File: src/rtl/sfbs_pkg.sv
// Shared types and constants of the superblock free block stack.
// No dependencies; every other file in rtl but sfbs_ram refers to this package by scoped names.
`timescale 1ns / 1ps

package sfbs_pkg;

  // Region geometry.
  localparam int REGION_BYTES = 4096;
  localparam int HEADER_BYTES = 16;
  localparam int MAX_BLOCKS   = 128;
  localparam int UNITS        = REGION_BYTES / HEADER_BYTES;
  localparam int HDR_SHIFT    = $clog2(HEADER_BYTES);

  // Field and internal widths.
  localparam int KIND_W   = 2;
  localparam int STAT_W   = 2;
  localparam int BLK_W    = 7;
  localparam int CNT_W    = 8;
  localparam int SIZE_W   = 12;
  localparam int STRIDE_W = 9;
  localparam int OFFS_W   = 12;
  localparam int PCT_W    = 7;
  localparam int BYTES_W  = 13;
  localparam int SUM_W    = SIZE_W + 1;
  localparam int ACC_W    = $clog2(UNITS + (1 << STRIDE_W) + 1);
  localparam int PROD_W   = CNT_W + STRIDE_W;
  localparam int NUM_W    = 15;
  localparam int BIT_W    = 3;

  localparam int PCT_SCALE  = 100;
  localparam int SIZE_RESET = 16;

  // Configuration port.
  localparam int PADDR_W = 3;
  localparam int PDATA_W = 32;
  localparam logic REG_SIZE_CLASS = 1'b0;

  typedef enum logic [KIND_W-1:0] {
    KIND_FORMAT = 2'd0,
    KIND_ALLOC  = 2'd1,
    KIND_FREE   = 2'd2,
    KIND_NOP    = 2'd3
  } kind_t;

  typedef enum logic [STAT_W-1:0] {
    STAT_OK        = 2'd0,
    STAT_EMPTY     = 2'd1,
    STAT_FULL      = 2'd2,
    STAT_BAD_INDEX = 2'd3
  } status_t;

  typedef enum logic [2:0] {
    S_IDLE,
    S_EXEC,
    S_FMT_WALK,
    S_POP,
    S_STATS,
    S_DIV,
    S_DONE
  } state_t;

  // Commands from the controller to the datapath.
  typedef struct packed {
    logic    load_item;
    logic    fmt_init;
    logic    fmt_step;
    logic    fmt_end;
    logic    alloc_issue;
    logic    alloc_pop;
    logic    free_push;
    logic    set_status;
    status_t status_code;
    logic    stats_init;
    logic    div_step;
    logic    load_out;
  } dp_cmd_t;

  // Flags from the datapath back to the controller.
  typedef struct packed {
    kind_t kind;
    logic  alloc_empty;
    logic  free_bad;
    logic  free_full;
    logic  fmt_more;
    logic  div_last;
  } dp_stat_t;

endpackage

File: src/rtl/superblock_free_block_stack_core.sv
// Top level of the superblock free block stack: request and result channels, APB register port.
// Depends on sfbs_pkg, sfbs_ctrl, sfbs_datapath and, through the datapath, sfbs_ram.
`timescale 1ns / 1ps
//
//  Channel   Direction  Handshake             Payload
//  request   in         in_valid / in_stall   kind, block_index
//  result    out        out_valid / out_stall status, granted_block, payload_offset,
//                                             free_blocks, total_blocks,
//                                             fullness_percent, bytes_in_use
//  config    in         APB psel / penable    paddr, pwdata, prdata (size_class_bytes at 0)
//
// One request at a time: after acceptance a request passes through the execute state, a pop state
// for a granted allocate or the link walk for a format, the statistics set-up, the seven-step
// divider for the percentage and the done state, where its result is registered. A format's link
// walk writes one link entry per block and then ends. The next request can be taken in the cycle
// after the result is registered, and meanwhile a stalled result is held in the output register.
// Reset is synchronous; it clears the counters and the stack pointer, sets the size register to
// 16 and leaves the link memory alone, as only formatted or freed entries are read.

module superblock_free_block_stack_core (
  input  logic                              clk,
  input  logic                              rst,
  input  logic                              in_valid,
  output logic                              in_stall,
  input  logic [sfbs_pkg::KIND_W-1:0]       kind,
  input  logic [sfbs_pkg::BLK_W-1:0]        block_index,
  output logic                              out_valid,
  input  logic                              out_stall,
  output logic [sfbs_pkg::STAT_W-1:0]       status,
  output logic [sfbs_pkg::BLK_W-1:0]        granted_block,
  output logic [sfbs_pkg::OFFS_W-1:0]       payload_offset,
  output logic [sfbs_pkg::CNT_W-1:0]        free_blocks,
  output logic [sfbs_pkg::CNT_W-1:0]        total_blocks,
  output logic [sfbs_pkg::PCT_W-1:0]        fullness_percent,
  output logic [sfbs_pkg::BYTES_W-1:0]      bytes_in_use,
  input  logic                              psel,
  input  logic                              penable,
  input  logic                              pwrite,
  input  logic [sfbs_pkg::PADDR_W-1:0]      paddr,
  input  logic [sfbs_pkg::PDATA_W-1:0]      pwdata,
  output logic [sfbs_pkg::PDATA_W-1:0]      prdata,
  output logic                              pready
);

  sfbs_pkg::dp_cmd_t             cmd;
  sfbs_pkg::dp_stat_t            stat;
  logic                          reg_hit;
  logic                          cfg_we;
  logic [sfbs_pkg::SIZE_W-1:0]   size_class;

  // The register port never waits. Only the word index is decoded; the byte lanes
  // below it are ignored.
  assign pready  = 1'b1;
  assign reg_hit = paddr[sfbs_pkg::PADDR_W-1:2] == sfbs_pkg::REG_SIZE_CLASS;
  assign cfg_we  = psel && penable && pwrite && reg_hit;
  assign prdata  = reg_hit ? sfbs_pkg::PDATA_W'(size_class) : '0;

  sfbs_ctrl u_ctrl (
    .clk       (clk),
    .rst       (rst),
    .in_valid  (in_valid),
    .in_stall  (in_stall),
    .out_valid (out_valid),
    .out_stall (out_stall),
    .stat      (stat),
    .cmd       (cmd)
  );

  sfbs_datapath u_datapath (
    .clk              (clk),
    .rst              (rst),
    .cmd              (cmd),
    .stat             (stat),
    .cfg_we           (cfg_we),
    .cfg_wdata        (pwdata[sfbs_pkg::SIZE_W-1:0]),
    .size_class       (size_class),
    .kind             (kind),
    .block_index      (block_index),
    .status           (status),
    .granted_block    (granted_block),
    .payload_offset   (payload_offset),
    .free_blocks      (free_blocks),
    .total_blocks     (total_blocks),
    .fullness_percent (fullness_percent),
    .bytes_in_use     (bytes_in_use)
  );

  // An accepted request keeps the block busy for at least the following cycle.
  a_busy_after_accept: assert property (@(posedge clk) disable iff (rst)
    in_valid && !in_stall |=> in_stall)
    else $error("request channel open directly after an accepted request");

  // The free count never exceeds the number of formatted blocks.
  a_free_le_total: assert property (@(posedge clk) disable iff (rst)
    out_valid |-> free_blocks <= total_blocks)
    else $error("free count above block count");

  // The percentage stays within its range.
  a_pct_range: assert property (@(posedge clk) disable iff (rst)
    out_valid |-> fullness_percent <= 7'(sfbs_pkg::PCT_SCALE))
    else $error("fullness percentage out of range");

  // A refused allocate only happens with nothing free.
  a_empty_means_zero: assert property (@(posedge clk) disable iff (rst)
    out_valid && status == sfbs_pkg::STAT_EMPTY |-> free_blocks == '0)
    else $error("allocate refused while blocks are free");

endmodule

File: src/rtl/sfbs_ram.sv
// Generic single write port, single read port RAM with a registered read.
// No dependencies.
`timescale 1ns / 1ps

module sfbs_ram #(
  parameter int WIDTH = 8,
  parameter int DEPTH = 16
) (
  input  logic                     clk,
  input  logic                     we,
  input  logic [$clog2(DEPTH)-1:0] waddr,
  input  logic [WIDTH-1:0]         wdata,
  input  logic                     re,
  input  logic [$clog2(DEPTH)-1:0] raddr,
  output logic [WIDTH-1:0]         rdata
);

  logic [WIDTH-1:0] mem [DEPTH];

  always_ff @(posedge clk) begin
    if (we) begin
      mem[waddr] <= wdata;
    end
    if (re) begin
      rdata <= mem[raddr];
    end
  end

endmodule

File: src/rtl/sfbs_datapath.sv
// Datapath: size register, stack pointers, link memory, multiplier, divider and result register.
// Depends on sfbs_pkg and sfbs_ram.
`timescale 1ns / 1ps

module sfbs_datapath (
  input  logic                            clk,
  input  logic                            rst,
  input  sfbs_pkg::dp_cmd_t               cmd,
  output sfbs_pkg::dp_stat_t              stat,
  input  logic                            cfg_we,
  input  logic [sfbs_pkg::SIZE_W-1:0]     cfg_wdata,
  output logic [sfbs_pkg::SIZE_W-1:0]     size_class,
  input  logic [sfbs_pkg::KIND_W-1:0]     kind,
  input  logic [sfbs_pkg::BLK_W-1:0]      block_index,
  output logic [sfbs_pkg::STAT_W-1:0]     status,
  output logic [sfbs_pkg::BLK_W-1:0]      granted_block,
  output logic [sfbs_pkg::OFFS_W-1:0]     payload_offset,
  output logic [sfbs_pkg::CNT_W-1:0]      free_blocks,
  output logic [sfbs_pkg::CNT_W-1:0]      total_blocks,
  output logic [sfbs_pkg::PCT_W-1:0]      fullness_percent,
  output logic [sfbs_pkg::BYTES_W-1:0]    bytes_in_use
);

  sfbs_pkg::kind_t                 item_kind;
  logic [sfbs_pkg::BLK_W-1:0]      item_idx;
  logic [sfbs_pkg::STRIDE_W-1:0]   stride;
  logic [sfbs_pkg::ACC_W-1:0]      acc;
  logic [sfbs_pkg::CNT_W-1:0]      fmt_idx;
  logic [sfbs_pkg::CNT_W-1:0]      block_count;
  logic [sfbs_pkg::CNT_W-1:0]      free_count;
  logic [sfbs_pkg::BLK_W-1:0]      stack_top;
  sfbs_pkg::status_t               res_status;
  logic [sfbs_pkg::BLK_W-1:0]      res_granted;
  logic [sfbs_pkg::OFFS_W-1:0]     res_offset;
  logic [sfbs_pkg::BYTES_W-1:0]    res_bytes;
  logic [sfbs_pkg::NUM_W-1:0]      rem;
  logic [sfbs_pkg::PCT_W-1:0]      quot;
  logic [sfbs_pkg::BIT_W-1:0]      bit_cnt;

  logic [sfbs_pkg::SUM_W-1:0]      stride_sum;
  logic [sfbs_pkg::STRIDE_W-1:0]   stride_calc;
  logic [sfbs_pkg::CNT_W-1:0]      used;
  logic [sfbs_pkg::CNT_W-1:0]      mul_a;
  logic [sfbs_pkg::PROD_W-1:0]     prod;
  logic [sfbs_pkg::NUM_W-1:0]      div_shift;
  logic                            div_fit;

  logic                            ram_we;
  logic [sfbs_pkg::BLK_W-1:0]      ram_waddr;
  logic [sfbs_pkg::BLK_W-1:0]      ram_wdata;
  logic [sfbs_pkg::BLK_W-1:0]      ram_rdata;

  // Stride in header units: one header plus the payload rounded up to headers.
  assign stride_sum  = sfbs_pkg::SUM_W'(size_class) + sfbs_pkg::SUM_W'(2 * sfbs_pkg::HEADER_BYTES - 1);
  assign stride_calc = sfbs_pkg::STRIDE_W'(stride_sum >> sfbs_pkg::HDR_SHIFT);

  assign used  = block_count - free_count;
  assign mul_a = cmd.alloc_pop ? sfbs_pkg::CNT_W'(res_granted) : used;
  assign prod  = sfbs_pkg::PROD_W'(mul_a) * sfbs_pkg::PROD_W'(stride);

  assign div_shift = sfbs_pkg::NUM_W'(block_count) << bit_cnt;
  assign div_fit   = rem >= div_shift;

  assign stat.kind        = item_kind;
  assign stat.alloc_empty = free_count == '0;
  assign stat.free_bad    = sfbs_pkg::CNT_W'(item_idx) >= block_count;
  assign stat.free_full   = free_count >= block_count;
  assign stat.fmt_more    = (fmt_idx < sfbs_pkg::CNT_W'(sfbs_pkg::MAX_BLOCKS))
                            && (acc <= sfbs_pkg::ACC_W'(sfbs_pkg::UNITS));
  assign stat.div_last    = bit_cnt == '0;

  // Link memory write port: the format walk and a free share it.
  always_comb begin
    ram_we    = cmd.fmt_step | cmd.free_push;
    ram_waddr = cmd.fmt_step ? fmt_idx[sfbs_pkg::BLK_W-1:0] : item_idx;
    ram_wdata = cmd.fmt_step ? sfbs_pkg::BLK_W'(fmt_idx + 1'b1) : stack_top;
  end

  sfbs_ram #(
    .WIDTH (sfbs_pkg::BLK_W),
    .DEPTH (sfbs_pkg::MAX_BLOCKS)
  ) u_link_ram (
    .clk   (clk),
    .we    (ram_we),
    .waddr (ram_waddr),
    .wdata (ram_wdata),
    .re    (cmd.alloc_issue),
    .raddr (stack_top),
    .rdata (ram_rdata)
  );

  // Control state: configuration and stack bookkeeping.
  always_ff @(posedge clk) begin
    if (rst) begin
      size_class  <= sfbs_pkg::SIZE_W'(sfbs_pkg::SIZE_RESET);
      block_count <= '0;
      free_count  <= '0;
      stack_top   <= '0;
      stride      <= '0;
    end else begin
      if (cfg_we) begin
        size_class <= cfg_wdata;
      end
      if (cmd.fmt_init) begin
        stride <= stride_calc;
      end
      if (cmd.fmt_end) begin
        block_count <= fmt_idx;
        free_count  <= fmt_idx;
        stack_top   <= '0;
      end
      if (cmd.alloc_pop) begin
        stack_top  <= ram_rdata;
        free_count <= free_count - 1'b1;
      end
      if (cmd.free_push) begin
        stack_top  <= item_idx;
        free_count <= free_count + 1'b1;
      end
    end
  end

  // Working registers.
  always_ff @(posedge clk) begin
    if (cmd.load_item) begin
      item_kind   <= sfbs_pkg::kind_t'(kind);
      item_idx    <= block_index;
      res_status  <= sfbs_pkg::STAT_OK;
      res_granted <= '0;
      res_offset  <= '0;
    end
    if (cmd.set_status) begin
      res_status <= cmd.status_code;
    end
    if (cmd.fmt_init) begin
      acc     <= sfbs_pkg::ACC_W'(stride_calc);
      fmt_idx <= '0;
    end
    if (cmd.fmt_step) begin
      acc     <= acc + sfbs_pkg::ACC_W'(stride);
      fmt_idx <= fmt_idx + 1'b1;
    end
    if (cmd.alloc_issue) begin
      res_granted <= stack_top;
    end
    if (cmd.alloc_pop) begin
      res_offset <= sfbs_pkg::OFFS_W'((prod << sfbs_pkg::HDR_SHIFT) + sfbs_pkg::HEADER_BYTES);
    end
    if (cmd.stats_init) begin
      res_bytes <= sfbs_pkg::BYTES_W'(prod << sfbs_pkg::HDR_SHIFT);
      rem       <= sfbs_pkg::NUM_W'(used) * sfbs_pkg::NUM_W'(sfbs_pkg::PCT_SCALE);
      quot      <= '0;
      bit_cnt   <= sfbs_pkg::BIT_W'(sfbs_pkg::PCT_W - 1);
    end
    if (cmd.div_step) begin
      if (div_fit) begin
        rem           <= rem - div_shift;
        quot[bit_cnt] <= 1'b1;
      end
      bit_cnt <= bit_cnt - 1'b1;
    end
  end

  // Result register towards the output channel.
  always_ff @(posedge clk) begin
    if (cmd.load_out) begin
      status           <= res_status;
      granted_block    <= res_granted;
      payload_offset   <= res_offset;
      free_blocks      <= free_count;
      total_blocks     <= block_count;
      fullness_percent <= (block_count == '0) ? '0 : quot;
      bytes_in_use     <= res_bytes;
    end
  end

endmodule

File: src/rtl/sfbs_ctrl.sv
// Controller state machine sequencing format, allocate, free and the statistics.
// Depends on sfbs_pkg.
`timescale 1ns / 1ps

module sfbs_ctrl (
  input  logic                clk,
  input  logic                rst,
  input  logic                in_valid,
  output logic                in_stall,
  output logic                out_valid,
  input  logic                out_stall,
  input  sfbs_pkg::dp_stat_t  stat,
  output sfbs_pkg::dp_cmd_t   cmd
);

  sfbs_pkg::state_t state;
  sfbs_pkg::state_t state_next;
  logic             out_free;

  assign in_stall = state != sfbs_pkg::S_IDLE;
  assign out_free = !out_valid || !out_stall;

  always_ff @(posedge clk) begin
    if (rst) begin
      state     <= sfbs_pkg::S_IDLE;
      out_valid <= 1'b0;
    end else begin
      state <= state_next;
      if (cmd.load_out) begin
        out_valid <= 1'b1;
      end else if (!out_stall) begin
        out_valid <= 1'b0;
      end
    end
  end

  always_comb begin
    state_next = state;
    case (state)
      sfbs_pkg::S_IDLE: begin
        if (in_valid) begin
          state_next = sfbs_pkg::S_EXEC;
        end
      end
      sfbs_pkg::S_EXEC: begin
        case (stat.kind)
          sfbs_pkg::KIND_FORMAT: state_next = sfbs_pkg::S_FMT_WALK;
          sfbs_pkg::KIND_ALLOC:  state_next = stat.alloc_empty ? sfbs_pkg::S_STATS
                                                               : sfbs_pkg::S_POP;
          default:               state_next = sfbs_pkg::S_STATS;
        endcase
      end
      sfbs_pkg::S_FMT_WALK: begin
        if (!stat.fmt_more) begin
          state_next = sfbs_pkg::S_STATS;
        end
      end
      sfbs_pkg::S_POP:   state_next = sfbs_pkg::S_STATS;
      sfbs_pkg::S_STATS: state_next = sfbs_pkg::S_DIV;
      sfbs_pkg::S_DIV: begin
        if (stat.div_last) begin
          state_next = sfbs_pkg::S_DONE;
        end
      end
      sfbs_pkg::S_DONE: begin
        if (out_free) begin
          state_next = sfbs_pkg::S_IDLE;
        end
      end
      default: state_next = sfbs_pkg::S_IDLE;
    endcase
  end

  always_comb begin
    cmd = '0;
    cmd.status_code = sfbs_pkg::STAT_OK;
    case (state)
      sfbs_pkg::S_IDLE: begin
        cmd.load_item = in_valid;
      end
      sfbs_pkg::S_EXEC: begin
        case (stat.kind)
          sfbs_pkg::KIND_FORMAT: cmd.fmt_init = 1'b1;
          sfbs_pkg::KIND_ALLOC: begin
            if (stat.alloc_empty) begin
              cmd.set_status  = 1'b1;
              cmd.status_code = sfbs_pkg::STAT_EMPTY;
            end else begin
              cmd.alloc_issue = 1'b1;
            end
          end
          sfbs_pkg::KIND_FREE: begin
            if (stat.free_bad) begin
              cmd.set_status  = 1'b1;
              cmd.status_code = sfbs_pkg::STAT_BAD_INDEX;
            end else if (stat.free_full) begin
              cmd.set_status  = 1'b1;
              cmd.status_code = sfbs_pkg::STAT_FULL;
            end else begin
              cmd.free_push = 1'b1;
            end
          end
          default: cmd.set_status = 1'b0;
        endcase
      end
      sfbs_pkg::S_FMT_WALK: begin
        cmd.fmt_step = stat.fmt_more;
        cmd.fmt_end  = !stat.fmt_more;
      end
      sfbs_pkg::S_POP:   cmd.alloc_pop  = 1'b1;
      sfbs_pkg::S_STATS: cmd.stats_init = 1'b1;
      sfbs_pkg::S_DIV:   cmd.div_step   = 1'b1;
      sfbs_pkg::S_DONE:  cmd.load_out   = out_free;
      default:           cmd.load_item  = 1'b0;
    endcase
  end

endmodule
File: config.mk
export PLATFORM = sky130hd
export DESIGN_NAME = superblock_free_block_stack_core
export DESIGN_NICKNAME = d
export VERILOG_FILES = /design/src/rtl/sfbs_pkg.sv /design/src/rtl/superblock_free_block_stack_core.sv /design/src/rtl/sfbs_ram.sv /design/src/rtl/sfbs_datapath.sv /design/src/rtl/sfbs_ctrl.sv
export SDC_FILE = /design/constraint.sdc
export NUM_CORES = 1
export LEC_CHECK = 0
export ABC_AREA = 1
export BUFFER_PORTS_ARGS = -buffer_cell sky130_fd_sc_hd__buf_2
export CAP_MARGIN = 20
export CELL_PAD_IN_SITES_DETAIL_PLACEMENT = 2
export CELL_PAD_IN_SITES_GLOBAL_PLACEMENT = 2
export CORE_UTILIZATION = 30
export CTS_CLUSTER_DIAMETER = 50
export DETAILED_ROUTE_END_ITERATION = 12
export GPL_ROUTABILITY_DRIVEN = 0
export PLACE_DENSITY = 0.63
export SLEW_MARGIN = 20
export SYNTH_ARGS = -nofsm -noshare
export SYNTH_HDL_FRONTEND = slang
export SYNTH_SLANG_ARGS = --single-unit
File: constraint.sdc
create_clock -name clk -period 9.2 [get_ports clk]
set_input_delay 1.38 -clock clk [delete_from_list [all_inputs] [get_ports clk]]
set_output_delay 1.38 -clock clk [all_outputs]
set_load 0.01 [all_outputs]
Yosys cells after proc, flatten, opt, wreduce, memory -nomap -nowiden

Memories as Yosys holds them, arrays and structs flattened. A register that Yosys moved wholly into a read port is not among the register bits.
Index checks and enable logic that the tools add are counted.
Widths: inputs -> output; s select.

Bitwise logic cells: 3
Reduce and logical (&&, ||, !) cells: 22
Muxes and demuxes: 61
$mul: 2
$add $sub $neg: 9
Equal/unequal tests: 13
Magnitude comparators: 7
Shift-type cells: 1
Divide/modulo/power cells: 0

Operator list:

| cell                  | number |
|---|---|
| $mux 7                | 10 |
| $mux 8                | 6 |
| $mux 15               | 3 |
| $mux 12               | 3 |
| $mux 3                | 10 |
| $pmux 3 s7            | 1 |
| $mux 10               | 2 |
| $mux 1                | 18 |
| $add 8x1->8 const B   | 2 |
| $logic_not 8->1       | 2 |
| $ge 15x15->1          | 1 |
| $shl 8x3->15          | 1 |
| $sub 15x15->15        | 1 |
| $add 12x5->13 const B | 1 |
| $mul 8x5->13 const B  | 1 |
| $add 12x5->12 const B | 1 |
| $add 10x9->10         | 1 |
| $le 10x9->1 const B   | 1 |
| $reduce_bool 2->1     | 5 |
| $eq 3x3->1 const B    | 3 |
| $mul 8x9->9           | 1 |
| $ge 7x8->1            | 1 |
| $ge 8x8->1            | 1 |
| $lt 8x8->1 const B    | 1 |
| 27 further kinds      | 41 |

Bits in writable memories: 896
Input port bits: 51
Bits in read-only memories: 0
Bits in latches: 0
Register bits: 183
Logic and storage cells: 144
Output and inout bits: 92
Memories: 1

Memories:

| memory                    | words | bits a word | rd ports | clocked after memory_dff | write ports | RTL line       | text |
|---|---|---|---|---|---|---|---|
| u_datapath.u_link_ram.mem | 128   | 7           | 1        | 1                        | 1           | sfbs_ram.sv:18 | `logic [WIDTH-1:0] mem [DEPTH];` |

Depth between registers and ports, before layout

Gate-level depths: netlist (run 1).

Word-level depth: 8
Mapped depth: 32
Gate-level depth less buffers: 32

Hierarchy

Synthesis (run 1) repeated with hierarchy kept, for this count alone.

Cells, all modules: 4567
Area, all modules: 48721.7 µm²

Modules (own cells, without submodules):

| module                           | area each (µm²) | seq. area each (µm²) | instances | cells each |
|---|---|---|---|---|
| sfbs_ram                         | 37161.9         | 27116.0              | 1         | 3152 |
| sfbs_datapath                    | 10854.2         | 4474.3               | 1         | 1290 |
| sfbs_ctrl                        | 424.2           | 80.1                 | 1         | 73 |
| superblock_free_block_stack_core | 281.5           | 0.0                  | 1         | 52 |

Worst setup path before layout (run 1)

No wires, ideal clock.

Kind: register to register
Start point: register u_ctrl.state[2]
End point: memory u_datapath.u_link_ram.mem[0][0] (netlist bit), data pin
Stages on the path, launching flop included: 8
Data arrival time: 6.056 ns
Buffers on the path: 1
Period minus slack after synthesis: 7.253 ns
Slack: 1.947 ns
Library setup time: 1.197 ns
Path through: dfxtp_1 inv_2 nand3_1 inv_2 nand3_4 inv_2 clkbuf_1 o21ai_0

Cells in the longest elaborated chain, start to end: 3

RTL lines:

| item                              | RTL line            | text |
|---|---|---|
| start: declaration                | sfbs_ctrl.sv:16     | `sfbs_pkg::state_t state;` |
| start signal: assignment          | sfbs_ctrl.sv:25     | `state <= sfbs_pkg::S_IDLE;` |
| start signal: assignment          | sfbs_ctrl.sv:28     | `state <= state_next;` |
| $eq 3x2->1                        | sfbs_ctrl.sv:77     | `case (state)` |
| $mux 2                            | sfbs_ctrl.sv:77     |  |
| $mux 7                            | sfbs_datapath.sv:76 | `ram_wdata = cmd.fmt_step ? sfbs_pkg::BLK_W'(fmt_idx + 1'b1) : stack_top;` |
| via u_datapath.ram_wdata, one bit | sfbs_datapath.sv:50 | `logic [sfbs_pkg::BLK_W-1:0] ram_wdata;` |
| end: declaration                  | sfbs_ram.sv:18      |  |

The timed path passes the listed nets, and every way through them passes these cells.

Final worst setup path (run 1)

Start point: register u_datapath.block_count[0] (netlist bit)
End point: register u_datapath.res_offset[11] (netlist bit), data pin

Cells in the longest elaborated chain, start to end: 5

RTL lines:

| item                         | RTL line             | text |
|---|---|---|
| start: declaration           | sfbs_datapath.sv:29  | `logic [sfbs_pkg::CNT_W-1:0] block_count;` |
| start signal: assignment     | sfbs_datapath.sv:108 | `block_count <= fmt_idx;` |
| $sub 8x8->8                  | sfbs_datapath.sv:57  | `assign used = block_count - free_count;` |
| $mux 8                       | sfbs_datapath.sv:58  | `assign mul_a = cmd.alloc_pop ? sfbs_pkg::CNT_W'(res_granted) : used;` |
| $mul 8x9->9                  | sfbs_datapath.sv:59  | `assign prod = sfbs_pkg::PROD_W'(mul_a) * sfbs_pkg::PROD_W'(stride);` |
| via u_datapath.prod, one bit | sfbs_datapath.sv:44  | `logic [sfbs_pkg::PROD_W-1:0] prod;` |
| $add 12x5->12                | sfbs_datapath.sv:147 | `res_offset <= sfbs_pkg::OFFS_W'((prod << sfbs_pkg::HDR_SHIFT) + sfbs_pkg::HEADER_BYTES);` |
| $mux 12                      | sfbs_datapath.sv:146 | `if (cmd.alloc_pop) begin` |
| end signal: assignment       | sfbs_datapath.sv:147 |  |
| end: declaration             | sfbs_datapath.sv:34  | `logic [sfbs_pkg::OFFS_W-1:0] res_offset;` |

The timed path passes the listed nets, and every way through them passes these cells.
A chain may end at the register's enable or synchronous reset.

==> summary.txt, run 1 <==
Clock network
  • Clock latency reported for the late side of the worst-skew pair: between 0.7 and 0.8 ns
  • CTS max path bufs: 3
  • CTS sink count: roughly 1.1k
  • H-Tree Level Count: 4
  • Cts bufs inserted: 141
  • Hold-fix buffer count after cts: 0
  • Setup bufs post-CTS: 0
  • Worst-path clk slew: 0.05 ns
  • Clock root cell: clkbuf_16
  • Post-CTS resize count: 0
  • TritonCTS clock tree: yes

STA
  • Final hold viol count: 0
  • Max Slew Vio Count: 0
  • F_max: between 150 and 200 MHz
  • Period minus WS final: roughly 6 ns
  • Setup-failing EPs final: 0
  • Total negative slack: 0 ns
  • Tcrit/Tclk final: 63.5%
  • RSZ-0062 raised after global routing: false
  • Slew of the pin with the lowest slew margin: between 1 and 1.5 ns
  • Worst Clk Skew: 0.0339 ns
  • Worst rel slew slack: approximately a third

Power
  • Combinational Power Share: 20.8%
  • Net switching power: 4.44 mW
  • Switching portion of total power: 31.1%
  • Total power: 14.3 mW
  • Reg power frac: 40.0%
  • VDD IR-drop max: 0.000203 V
  • Leakage: approximately 19 nW
  • Clk network pwr share: 39.2%
  • Design internal power: 9.84 mW
  • Pwr Density: 261 mW/mm2

Final layout
  • Core Util, Final: 34.9%
  • Most frequent cells in the layout: 1,008 x edfxtp_1, 782 x nor2_1, 591 x o21ai_0, 555 x nand2_1, 233 x o22ai_1
  • Layout cells sized above 1: 9.28%
  • Final nets: 4,464
  • Layout Area Growth over Synthesis: 15.0%
  • Commonest non-fill, non-tap cell in the layout: edfxtp_1

Die
  • Initial Utilization: between 30 and 40%
  • Die Footprint: around 0.16 mm2
  • Die height: 400 um
  • Die Span X: 400 um
  • Rows: 145
  • I/O pins: roughly 140
  • Core box area: 0.157 mm2

Placed design
  • Buffers added on ports: 91
  • Hpwl dp: 90,200 um

Logic synthesis
  • Yosys top cell by area: edfxtp_1
  • Post-synthesis sequential area ratio: 66.7%
  • Mapped Area: about 0.048 mm2
  • Synth async-reset ratio: 0%
  • Post-Synthesis Cells: 4,258
  • Synth Area per Inst: 11.2 um2
  • Number of synthesized flops with an enable pin: 1,008
  • Post-synth top area share: 63.7%
  • Most used flip-flop cell after synthesis: edfxtp_1
  • Seq cells post-synth: approximately 1.1k
  • Synth unique cells: 50
  • Yosys Warn Count: 0
  • Top post-synthesis cells by area: edfxtp_1 64%, o21ai_0 6.3%, nor2_1 6.2%

Drt
  • Antenna-violating nets left: 0
  • Wirelength per Cell: 23.5 um
  • Drc violations: 0
  • Initial DRC Count: 2,054
  • Post-Route WL: 152,000 um
  • DRT Pass-1 Iters: 5
  • Via-per-instance ratio: 5.09
  • Via count: 32.9k

Hold path
  • Hold path startpoint: u_datapath.res_offset[6]$_SDFFCE_PN0P_
  • Worst Hold Depth: 0
  • Worst Hold Path EP: u_datapath.payload_offset[6]$_DFFE_PP_
  • Hold crit path type: flop to flop

Worst setup path
  • Worst r2r src: u_datapath.block_count[0]$_SDFFE_PP0P_
  • R2R depth: 22
  • Required time worst endpoint: 9.68 ns
  • Reg-to-Reg End: u_datapath.res_offset[11]$_SDFFCE_PN0P_
  • Crit path launch type: flop
  • Crit. End Element: flop
  • Crit Path Class: flop to flop
  • Critical path data arrival time: 6.33 ns
  • Flop-to-flop setup slack: 3.35 ns
  • Crit Path Max Fanout: 5

GRT
  • Vias in the first global route: 35.7k
  • Pin count of the biggest net entering global routing: 174
  • GRT overflow: 0
  • Overall routing resource usage: 19.0%
  • Global-route wire length before repair: 228,000 um
  • Initial antenna violation count: 2

Flow run
  • Max Cap Viol: 0

Outcome
  • Status: finished, final reports clean
power groups by stage:
stage / combinational [mW] / clock (mW) / sequential, mW
after global placement: 2.95 / 0 / 5.81
after detailed placement: 3.02 / 0 / 5.82
after global routing: 3.37 / 5.91 / 5.73
after floorplan: 2.02 / 0 / 5.75
after CTS: 3.06 / 5.74 / 5.72
final: 2.97 / 5.60 / 5.72
area by class of cell:
type / count / area (um2)
Antenna cell: 1 / 2.50
Timing Repair Buffer: 136 / 818
Multi-Input combinational cell: 2721 / 14000
Sequential cell: 1078 / 31700
Inverter: 218 / 836
Clock buffer: 164 / 3700
Fill cell: 16500 / 102000
Clock inverter: 91 / 1020
Tap cell: 2058 / 2570
worst max-delay path: stages (launching register included):
cell	delay [ns]
dfxtp_1	0.36
inv_1	0.14
ha_1	0.18
inv_1	0.08
fa_1	0.42
nand2_1	0.12
nand2_1	0.10
nand3b_1	0.10
nand2_1	0.24
o21ai_0	0.66
nor2_1	0.12
fa_1	0.39
inv_1	0.08
fa_1	0.44
fa_1	0.50
fa_1	0.49
inv_1	0.04
ha_1	0.32
inv_1	0.06
o21ai_0	0.21
xor2_1	0.27
xor2_1	0.21
nor2_1	0.06
flip-flops by register name, indices dropped and copies added, names as in the netlist, 8 cells and up:
signal                     cells
u_datapath.acc                10
u_datapath.block_count         8
u_datapath.bytes_in_use        9
u_datapath.fmt_idx             8
u_datapath.free_blocks         8
u_datapath.free_count          8
u_datapath.payload_offset      8
u_datapath.rem                15
u_datapath.res_bytes           9
u_datapath.res_offset          8
u_datapath.size_class         12
u_datapath.stride              9
u_datapath.total_blocks        8
u_datapath.u_link_ram.mem    896
cells by family (layout without fill, tap and decap cells):
group	count (synthesis)	after routing	share of synthesized area, %
adders and majority gates	117	117	3.46
muxes	2	2	0.0421
xor gates and xnor gates	42	42	0.774
other	2	30	0.0158
DFF	1078	1078	66.7
buffers and inverters	486	609	4.29
AOI/OAI and AO/OA	1025	1025	11.9
and+or+nand+nor	1506	1506	12.8
cells in the mapped netlist, drive strengths merged, types with 27 or more instances:
cell type,instances
nand3,103
nand4,29
dfxtp,70
clkbuf,191
o22ai,233
inv,214
o211ai,61
a21oi,90
nand2,557
buf,77
xor2,27
o21ai,620
ha,93
edfxtp,1008
nor2,793
layer usage:
metal / global-route usage (%) / part of all wire, %
met1: 25.1 / 46
met5: 0 / 0
met4: 5.55 / 2.5
met2: 32.1 / 48
met3: 2.91 / 3.5
stage by stage:
step / instances / instance area, um2 / worst slack [ns] / hold slack (ns)
final: 6467 / 54600 / 3.35 / 0.418
after global routing: 6467 / 54600 / 2.89 / 0.424
after CTS: 6466 / 54600 / 3.21 / 0.418
after detailed placement: 6211 / 49900 / 3.28 / 0.407
after global placement: 6211 / 49900 / 3.31 / 0.403
after floorplan: 4285 / 47600 / 1.95 / 0.400
how the worst max path moves through the flow:
stage	startpoint	cells past startpoint	slack, ns	endpoint
global placement	u_datapath.block_count[0]$_SDFFE_PP0P_	27	3.31	u_datapath.res_bytes[12]$_DFFE_PP_
detailed placement	u_datapath.block_count[0]$_SDFFE_PP0P_	22	3.28	u_datapath.res_offset[11]$_SDFFCE_PN0P_
floorplan	u_ctrl.state[2]$_SDFFE_PP0P_	7	1.95	u_datapath.u_link_ram.mem[0][0]$_DFFE_PP_
CTS	u_datapath.block_count[0]$_SDFFE_PP0P_	22	3.21	u_datapath.res_offset[11]$_SDFFCE_PN0P_
finish	u_datapath.block_count[0]$_SDFFE_PP0P_	22	3.35	u_datapath.res_offset[11]$_SDFFCE_PN0P_
global route	u_datapath.block_count[0]$_SDFFE_PP0P_	27	2.89	u_datapath.res_bytes[12]$_DFFE_PP_
Power figures use the tool's default switching activity.
==> run 2: changes to the inputs <==
clock period = 6 ns   (was 9.2 ns; I/O delays follow)
==> run 2 against run 1 <==
Global-route usage increased by 0.17 points; worst setup slack got worse by 2.7 ns; maximum frequency increased by 9.0%; first-iteration DRC count increased by 0.83%; combinational power increased by 55%; clock skew decreased by 0.0078 ns; design area increased by 0.65%; die area unchanged; hold slack got worse by 0.11 ns; sequential share of layout area decreased by 0.37 points; critical endpoint is now u_datapath.res_bytes[12]$_DFFE_PP_; highest routed layer unchanged.
==> summary.txt, run 2 (synthesis gave the netlist of run 1 again) <==
Die
  • Die Footprint: 0.160 mm2 (unchanged)
  • Core box area: 0.157 mm2 (unchanged)
  • Initial Utilization: 30.3% (unchanged)
  • Die height: 400 um (unchanged)
  • I/O pins: 143 (unchanged)
  • Die Span X: 400 um (unchanged)
  • Rows: 145 (unchanged)

Worst setup path
  • Worst r2r src: u_datapath.free_count[2]$_SDFFE_PP0P_ (was u_datapath.block_count[0]$_SDFFE_PP0P_)
  • Crit path launch type: flop (unchanged)
  • Reg-to-Reg End: u_datapath.res_bytes[12]$_DFFE_PP_ (was u_datapath.res_offset[11]$_SDFFCE_PN0P_)
  • Biggest cell delay along the critical path: 0.50 ns (was 0.66 ns)
  • Most used cell, CP: nand2_1
  • Worst setup path startpoint: u_datapath.free_count[2]$_SDFFE_PP0P_ (was u_datapath.block_count[0]$_SDFFE_PP0P_)
  • Required time worst endpoint: 6.52 ns (was 9.68 ns)
  • Flop-to-flop setup slack: 0.64 ns (was 3.35 ns)
  • Crit Path Max Fanout: 7 (was 5)
  • Crit Path Class: flop to flop (unchanged)
  • WP buf/inv: 7 (was 5)
  • Crit path to: u_datapath.res_bytes[12]$_DFFE_PP_ (was u_datapath.res_offset[11]$_SDFFCE_PN0P_)
  • R2R depth: 27 (was 22)
  • CP delay by family, top: adder cells (unchanged)
  • Critical path depth in cells: 27 (was 22)
  • Critical path data arrival time: 5.88 ns (was 6.33 ns)
  • Crit. End Element: flop (unchanged)
  • CP max stage cell: fa_1 (was o21ai_0)

Power
  • Clk network pwr share: 39.5% (was 39.2%)
  • Reg power frac: 39.6% (was 40.0%)
  • Pwr Density: 402 mW/mm2 (was 261 mW/mm2)
  • Net switching power: 6.94 mW (was 4.44 mW)
  • Leakage: 19.6 nW (was 19.5 nW)
  • Switching portion of total power: 31.4% (was 31.1%)
  • Design internal power: 15.1 mW (was 9.84 mW)
  • Total power: 22.1 mW (was 14.3 mW)
  • Combinational Power Share: 20.9% (was 20.8%)
  • VDD IR-drop max: 0.000279 V (was 0.000203 V)

STA
  • Final hold viol count: 0 (unchanged)
  • Slew of the pin with the lowest slew margin: 1.15 ns (was 1.02 ns)
  • RSZ-0062 raised after global routing: false (unchanged)
  • Hold Worst Slack: 0.308 ns (was 0.418 ns)
  • Setup-failing EPs final: 0 (unchanged)
  • Max Slew Vio Count: 0 (unchanged)
  • Period minus WS final: 5.36 ns (was 5.85 ns)
  • Worst Clk Skew: 0.0261 ns (was 0.0339 ns)
  • Tcrit/Tclk final: 89.4% (was 63.5%)
  • F_max: 186 MHz (was 171 MHz)
  • Worst rel slew slack: 23.2% (was 31.9%)

Drt
  • Initial DRC Count: 2,071 (was 2,054)
  • Antenna-violating nets left: 0 (unchanged)
  • Drc violations: 0 (unchanged)
  • DRT Pass-1 Iters: 5 (unchanged)
  • Wirelength per Cell: 23.7 um (was 23.5 um)
  • Via count: 33.4k (was 32.9k)
  • Via-per-instance ratio: 5.15 (was 5.09)
  • Post-Route WL: 154,000 um (was 152,000 um)

Outcome
  • Status: finished, final reports clean (unchanged)

Clock network
  • H-Tree Level Count: 4 (unchanged)
  • CTS max path bufs: 3 (unchanged)
  • Hold-fix buffer count after cts: 0 (unchanged)
  • TritonCTS clock tree: yes (unchanged)
  • Clock root cell: clkbuf_16 (unchanged)
  • CTS sink count: 1,078 (unchanged)
  • Clock latency reported for the late side of the worst-skew pair: 0.78 ns (was 0.77 ns)
  • Worst-path clk slew: 0.05 ns (about the same)
  • Post-CTS resize count: 0 (unchanged)
  • Setup bufs post-CTS: 0 (unchanged)
  • Cts bufs inserted: 148 (was 141)

Final layout
  • Top Registers: u_datapath.u_link_ram.mem (896), u_datapath.rem (15), u_datapath.size_class (12) (unchanged)
  • Layout cells sized above 1: 10.1% (was 9.28%)
  • Finished Layout Cells: 6,495 (was 6,467)
  • Biggest register: u_datapath.u_link_ram.mem (unchanged)
  • Final nets: 4,487 (was 4,464)
  • Layout Area Growth over Synthesis: 15.7% (was 15.0%)
  • Most frequent cells in the layout: 1,008 x edfxtp_1, 781 x nor2_1, 591 x o21ai_0, 555 x nand2_1, 233 x o22ai_1 (was 1,008 x edfxtp_1, 782 x nor2_1, 591 x o21ai_0, 555 x nand2_1, 233 x o22ai_1)
  • Max reg flops: 896 (unchanged)
  • Commonest non-fill, non-tap cell in the layout: edfxtp_1 (unchanged)

GRT
  • GRT overflow: 0 (unchanged)
  • Vias in the first global route: 35.9k (was 35.7k)
  • Pin count of the biggest net entering global routing: 139 (was 174)
  • Overall routing resource usage: 19.2% (was 19.0%)
  • Initial antenna violation count: 2 (unchanged)
  • Global-route wire length before repair: 229,000 um (was 228,000 um)

Flow run
  • Max Cap Viol: 0 (unchanged)

Placed design
  • Buffers added on ports: 91 (unchanged)
  • Placed insts: 6,227 (was 6,211)
  • Hpwl dp: 92,000 um (was 90,200 um)

Hold path
  • Hold crit path type: input port to flop (was flop to flop)
run 2: area by class of cell:
cell class	count	area [um2]
clock inverters	99	990
diodes	1	2.50
multi-input cells	2721	14000
repair buffers	152	1040
fillers	16500	102000
inverters	218	837
clock buffers	168	3860
flip-flops and latches	1078	31700
well taps	2058	2570
run 2: worst min-delay path by stage:
| stage | startpoint | end | slack (ns) | depth (start not counted) |
|---|---|---|---|---|
| 3_3_place_gp | u_datapath.res_offset[7]$_SDFFCE_PN0P_ | u_datapath.payload_offset[7]$_DFFE_PP_ | 0.40 | 0 |
| 3_5_place_dp | u_datapath.res_offset[11]$_SDFFCE_PN0P_ | u_datapath.payload_offset[11]$_DFFE_PP_ | 0.41 | 0 |
| 6_report | kind[1] | u_datapath.item_kind[1]$_DFFE_PP_ | 0.31 | 1 |
| 4_1_cts | kind[1] | u_datapath.item_kind[1]$_DFFE_PP_ | 0.23 | 1 |
| 2_1_floorplan | u_datapath.res_bytes[10]$_DFFE_PP_ | u_datapath.bytes_in_use[10]$_DFFE_PP_ | 0.40 | 0 |
| 5_1_grt | kind[0] | u_datapath.item_kind[0]$_DFFE_PP_ | 0.27 | 1 |
run 2: metal layers:
layer | vias up | track usage [%] | part of all wire (%)
met4 | 0 | 6.77 | 3.2
met1 | 17300 | 25.3 | 45
met5 | - | 0 | 0
met2 | 685 | 31.8 | 48
li1 | 15200 | - | -
met3 | 261 | 3.02 | 4.2
run 2: power by group through the flow:
stage / combinational [mW] / clock [mW] / sequential, mW
after floorplan: 3.10 / 0 / 8.82
after global placement: 4.55 / 0 / 8.90
after detailed placement: 4.65 / 0 / 8.91
after CTS: 4.70 / 8.92 / 8.76
after global routing: 5.16 / 9.18 / 8.78
final: 4.61 / 8.72 / 8.75
run 2: through the flow:
stage | setup WS [ns] | setup TNS (ns) | cell area [um2] | util, %
after floorplan | -1.25 | -481.33 | 47600 | -
after CTS | 0.570 | 0 | 55000 | 35.1
after detailed placement | 0.603 | 0 | 50100 | 32.0
final | 0.636 | 0 | 55000 | 35.1
after global placement | 0.631 | 0 | 50100 | 32.0
after global routing | 0.301 | 0 | 55000 | 35.1
